==> src/sv/kss_pkg.sv <==
// Package for the keyed sorted score table: widths, codes, word layouts and helpers.
// Used by kss_cell and keyed_sorted_score_table_core; no dependencies.
package kss_pkg;

    localparam int CAPACITY = 64;
    localparam int IDX_W    = (CAPACITY > 1) ? $clog2(CAPACITY) : 1;
    localparam int CNT_W    = $clog2(CAPACITY + 1);
    localparam int KEY_W    = 64;
    localparam int SCORE_W  = 32;
    localparam int RANK_W   = 6;
    localparam int CMP_W    = (RANK_W > CNT_W) ? RANK_W : CNT_W;

    localparam int IN_BITS  = 1 + KEY_W + SCORE_W + RANK_W;
    localparam int IN_W     = ((IN_BITS + 7) / 8) * 8;
    localparam int OUT_BITS = 1 + KEY_W + SCORE_W + RANK_W + 3;
    localparam int OUT_W    = ((OUT_BITS + 7) / 8) * 8;

    typedef enum logic [2:0] {
        ST_INSERTED  = 3'd0,
        ST_RAISED    = 3'd1,
        ST_UNCHANGED = 3'd2,
        ST_DROPPED   = 3'd3,
        ST_READ      = 3'd4
    } t_status;

    typedef enum logic {
        ACT_SUBMIT = 1'b0,
        ACT_READ   = 1'b1
    } t_action;

    typedef enum logic {
        S_IDLE  = 1'b0,
        S_APPLY = 1'b1
    } t_state;

    typedef struct packed {
        logic load_new;
        logic shift_in;
    } t_cell_ctl;

    function automatic logic [IDX_W-1:0] onehot_idx(input logic [CAPACITY-1:0] oh);
        logic [IDX_W-1:0] idx;
        idx = '0;
        for (int i = 0; i < CAPACITY; i++) begin
            if (oh[i]) begin
                idx = idx | IDX_W'(i);
            end
        end
        return idx;
    endfunction

endpackage

==> src/sv/kss_cell.sv <==
// One slot of the sorted table: key, score, valid and the registered lookup flags.
// Depends on kss_pkg; chained by keyed_sorted_score_table_core.
module kss_cell (
    input  logic                          i_clk,
    input  logic                          i_rst_n,
    input  logic                          i_capture,
    input  logic [kss_pkg::KEY_W-1:0]     i_cmp_key,
    input  logic [kss_pkg::SCORE_W-1:0]   i_cmp_score,
    input  kss_pkg::t_cell_ctl            i_ctl,
    input  logic [kss_pkg::KEY_W-1:0]     i_prev_key,
    input  logic [kss_pkg::SCORE_W-1:0]   i_prev_score,
    output logic [kss_pkg::KEY_W-1:0]     o_key,
    output logic [kss_pkg::SCORE_W-1:0]   o_score,
    output logic                          o_valid,
    output logic                          o_match,
    output logic                          o_gt
);

    logic [kss_pkg::KEY_W-1:0]   r_key;
    logic [kss_pkg::SCORE_W-1:0] r_score;
    logic                        r_valid;
    logic                        r_match;
    logic                        r_gt;

    always_ff @(posedge i_clk) begin
        if (!i_rst_n) begin
            r_valid <= 1'b0;
        end else if (i_ctl.load_new || i_ctl.shift_in) begin
            r_valid <= 1'b1;
        end
    end

    always_ff @(posedge i_clk) begin
        if (i_ctl.load_new) begin
            r_key   <= i_cmp_key;
            r_score <= i_cmp_score;
        end else if (i_ctl.shift_in) begin
            r_key   <= i_prev_key;
            r_score <= i_prev_score;
        end
    end

    always_ff @(posedge i_clk) begin
        if (i_capture) begin
            r_match <= r_valid && (r_key == i_cmp_key);
            r_gt    <= r_valid && ($signed(r_score) > $signed(i_cmp_score));
        end
    end

    assign o_key   = r_key;
    assign o_score = r_score;
    assign o_valid = r_valid;
    assign o_match = r_match;
    assign o_gt    = r_gt;

endmodule

==> config.mk <==
export PLATFORM = sky130hd
export DESIGN_NAME = kss_cell
export DESIGN_NICKNAME = d
export VERILOG_FILES = /design/src/sv/kss_pkg.sv /design/src/sv/kss_cell.sv
export SDC_FILE = /design/constraint.sdc
export NUM_CORES = 1
export LEC_CHECK = 0
export ABC_CLOCK_PERIOD_IN_PS = 3000
export BUFFER_PORTS_ARGS = -buffer_cell sky130_fd_sc_hd__buf_2
export CAP_MARGIN = 20
export CORE_ASPECT_RATIO = 0.8
export CORE_MARGIN = 3
export CORE_UTILIZATION = 42
export DETAILED_ROUTE_END_ITERATION = 10
export PLACE_DENSITY_LB_ADDON = 0.08
export RECOVER_POWER = 25
export SLEW_MARGIN = 20
export SYNTH_ARGS = -nofsm -noshare
export SYNTH_HDL_FRONTEND = slang
export SYNTH_SLANG_ARGS = --single-unit
==> constraint.sdc <==
create_clock -name i_clk -period 3 [get_ports i_clk]
set_clock_uncertainty 0.1 [all_clocks]
set_input_delay 0.15 -clock i_clk [delete_from_list [all_inputs] [get_ports i_clk]]
set_output_delay 0.15 -clock i_clk [all_outputs]
set_load 0.1 [all_outputs]
# == Yosys cells after proc, flatten, opt, wreduce, memory -nomap -nowiden ==
# Cells that the tools add are included.
# word_totals
register_bits,99
input_bits,197
out_inout_bits,99
# classes
order_cmp,1
n_eq_ne,1
muxes,4
n_reduce_logical,4
# ops
op,count
64-bit 2-to-1 mux,2
64-bit equality test,1
32-bit 2-to-1 mux,2
32-bit greater-than comparator,1
1-bit logical AND,2
2-bit nonzero test,1
1-bit logical OR,1

# == Depth between registers and ports, before layout ==
# depth
word_depth,2
depth_mapped,8
ltp_nobuf,8

# == Least setup slack after synthesis ==
# OpenSTA, ideal clock, no wires.
# synth_path
path_kind,in2reg
from,input i_ctl[1] (netlist bit)
to,register r_key (netlist bit o_key[0]) (enable)
setup_ps,462
t_arrival_ps,2710
required_time_ps,2438
setup_slack_ps,-271
stages,3
path_buffers,2
path_cell_list,clkbuf_1 -> buf_2 -> or2_1
# synth_between
elab_chain_cells,1
# synth_rtl
element,line,rtl
start: declaration,kss_cell.sv:9,"input kss_pkg::t_cell_ctl i_ctl,"
2-bit nonzero test (no source line),-,
end signal: assignment,kss_cell.sv:35,r_key <= i_cmp_key;
end signal: assignment,kss_cell.sv:38,r_key <= i_prev_key;
end: declaration,kss_cell.sv:19,logic [kss_pkg::KEY_W-1:0] r_key;
# No other way between the ends.
# A chain may end at the register's enable or synchronous reset.

# == Worst setup path after layout ==
# layout_path
from,input i_ctl[1] (netlist bit)
to,register r_key (netlist bit o_key[38]) (data pin)
# layout_between
elab_chain_cells,1
# layout_rtl
element,line,rtl
64-bit 2-to-1 mux,kss_cell.sv:34,if (i_ctl.load_new) begin
# No other way between the ends.

==> metrics.csv <==
metric,value,unit
outcome,"finished, final reports clean",
CTS tree,yes,
die height,110,um
critical path capture point type,register,
reg2reg end,o_gt,
Final Total Pwr,4.79,mW
Final Slew Violations,0,
slew of the pin with the lowest slew margin,1.39,ns
CP Max Fanout,96,
Static Leak,3.78,nW
Synth Flop Type,edfxtp_1,
critical path launch point type,primary input,
cts repair resizes,0,
row cnt,37,
maxcap violations,0,
clock sink count,99,
Hold Crit Depth,2,
Via density,4.98,
"Cell Area, Synth",5730,um2
Syn Nets,662,
post-route insts no fill,970,
worst r2r src,o_score[31],
Finish-stage setup viols,0,
largest net degree at the start of global routing,97,
final instance area,8250,um2
antenna diode count,0,
Inst Count DP,895,
area added between synthesis and finish,44.0,%
Avg WL per Cell,17.7,um
drt pass-1 iters,4,
Slew headroom,7.02,%
DR vias,4827,
Die ar.,15100,um2
initial antenna violation count,2,
Worst Hold Slack,0.0117,ns
Longest Clk Path Bufs,2,
fin crit period,2.33,ns
Final Hold Viols,0,
"Remaining Overflow, GRT",0,
Clock Latency Late Sink,0.35,ns
sequential area share after synthesis,51.7,%
core area,13100,um2
r2r setup slk,0.74,ns
"EDFF count, synth",98,
GPL Wtd Cong,0.818,
I/O pin cnt,296,
nets@finish,1020,
hold path endpoint,o_key[48],
Synth Warn #,0,
number of global-route vias before repair,5096,
first-pass GRT wire length,26300,um
Final ANT Viol Nets,0,
CTS H-tree depth,3,
hpwl dp,13200,um
Post-synth ARST share,0,%
launch point of the worst hold path,i_prev_key[48],
RSZ-0062 raised after global routing,false,
Peak supply drop,0.366,mV
DP Area,7420,um2
Post-Syn Area per Cell,13.2,um2
Initial Util,43.7,%
clock slew at reported path FFs,0.07,ns
Required @ worst endpoint,3.00,ns
crit path kind,primary input to register,
fraction of layout cells with a size suffix above 1,50.1,%
Post-Synthesis Cells,433,
Power Density,580,nW/um2
DRT iter0 DRCs,193,
port buffer count,295,
Tot GR Track Use,22.5,%
Total Wirelength,17200,um
# DRC,0,
hold crit path type,primary input to register,
clk root buf,clkbuf_16,
f_max,429,MHz
Synth cell types,49,
R2R cell count,6,
Die Wd,137,um
Sum Neg Setup Slack,0,ns
CP arrival,2.33,ns
synthesized flop and latch total,99,
clock buffer count from CTS,9,
period utilization,77.6,%
==> cells by family (layout without fill, tap and decap cells) <==
group / Yosys count / in the layout / share of synthesized area [%]
adders and majority gates: 32 / 32 / 6.99
and+or+nand+nor: 43 / 43 / 4.32
DFF: 99 / 99 / 51.7
AOI/OAI and AO/OA: 52 / 52 / 7.34
xor gates and xnor gates: 38 / 38 / 5.81
buffers and inverters: 72 / 434 / 4.80
muxes: 97 / 97 / 19.0
==> layout by cell type (no fill, tap or decap), drive strengths merged, types with 2 or more instances in the layout <==
master,netlist,final
a2111oi,3,3
a21o,5,5
a21oi,11,11
a221oi,3,3
a22oi,5,5
buf,7,295
clkbuf,4,14
clkinv,1,4
dlygate4sd3,0,60
edfxtp,98,98
ha,32,32
inv,60,60
mux2,96,96
nand2,5,5
nand3,5,5
nand4,15,15
nor2,3,3
nor2b,2,2
nor4,8,8
o221ai,3,3
o22ai,8,8
o2bb2ai,2,2
xnor2,27,27
xor2,11,11
==> state kept, by name, summed over array words and instances, names as in the netlist <==
| name | count |
|---|---|
| o_score | 32 |
| o_valid | 1 |
| o_key | 64 |
| o_gt | 1 |
| o_match | 1 |
==> what timing repair did <==
| action | 4_1_cts | 5_1_grt |
|---|---|---|
| hold endpoints to repair | 59 | 0 |
| buffers inserted | 0 | 0 |
| hold buffers | 60 | 0 |
==> layout make-up <==
cell class                      count  area (um2)
Inverter                           61         229
Tap cell                          175         219
Timing Repair Buffer              358        2100
Multi-Input combinational cell    262        2490
Sequential cell                    99        2960
Fill cell                        1084        4850
Clock buffer                       11         233
Clock inverter                      4        18.8
==> power breakdown <==
part / internal [mW] / switching [mW]
sequential: 1.70 / 0.0922
combinational: 0.482 / 1.46
clock: 0.551 / 0.495
==> how the worst max path moves through the flow <==
stage,cells past startpoint,slack (ns),from,endpoint
after global routing,4,0.58,i_ctl[1],o_key[33]
after global placement,7,0.81,o_score[19],o_gt
final,4,0.67,i_ctl[1],o_key[38]
after floorplan,7,0.33,o_score[21],o_gt
after CTS,6,0.76,o_score[31],o_gt
after detailed placement,6,0.78,o_score[31],o_gt
==> Yosys cell counts (2+ instances only) <==
cell type / count / share of area (%)
edfxtp_1: 98 / 51
nand2_1: 5 / 0.33
nor4_1: 8 / 0.87
mux2_1: 14 / 2.8
a21o_1: 5 / 0.66
nand3_1: 5 / 0.44
o221ai_2: 2 / 0.52
inv_1: 58 / 3.8
clkbuf_1: 4 / 0.26
a21oi_1: 9 / 0.79
ha_1: 32 / 7.0
nor2_1: 3 / 0.20
nand4_1: 15 / 1.6
a2111oi_2: 2 / 0.52
inv_2: 2 / 0.13
buf_1: 3 / 0.20
o2bb2ai_1: 2 / 0.31
a22oi_1: 5 / 0.66
o22ai_1: 8 / 0.87
nor2b_1: 2 / 0.22
buf_2: 4 / 0.35
xor2_1: 11 / 1.7
mux2_2: 82 / 16
a221oi_1: 3 / 0.46
xnor2_1: 27 / 4.1
==> stage by stage <==
stage	setup WS [ns]	utilization [%]
after floorplan	0.327	-
after global placement	0.808	56.6
after detailed placement	0.779	56.6
after CTS	0.763	63.1
after global routing	0.581	63.0
final	0.671	63.0
==> metal layers <==
| metal | up-vias | part of all wire, % | global-route usage, % |
|---|---|---|---|
| met5 | - | 0.16 | 0 |
| met4 | 4 | 2.1 | 6.18 |
| met3 | 28 | 8.4 | 6.47 |
| met2 | 207 | 50 | 39.1 |
| met1 | 2249 | 40 | 26.9 |
| li1 | 2339 | - | - |
==> worst max-delay path: stages <==
cell and delay (ns):
clkbuf_1 0.10, clkbuf_4 1.01, mux2_1 0.39, dlygate4sd3_1 0.55
No activity file was read; power rests on OpenSTA's default activity.
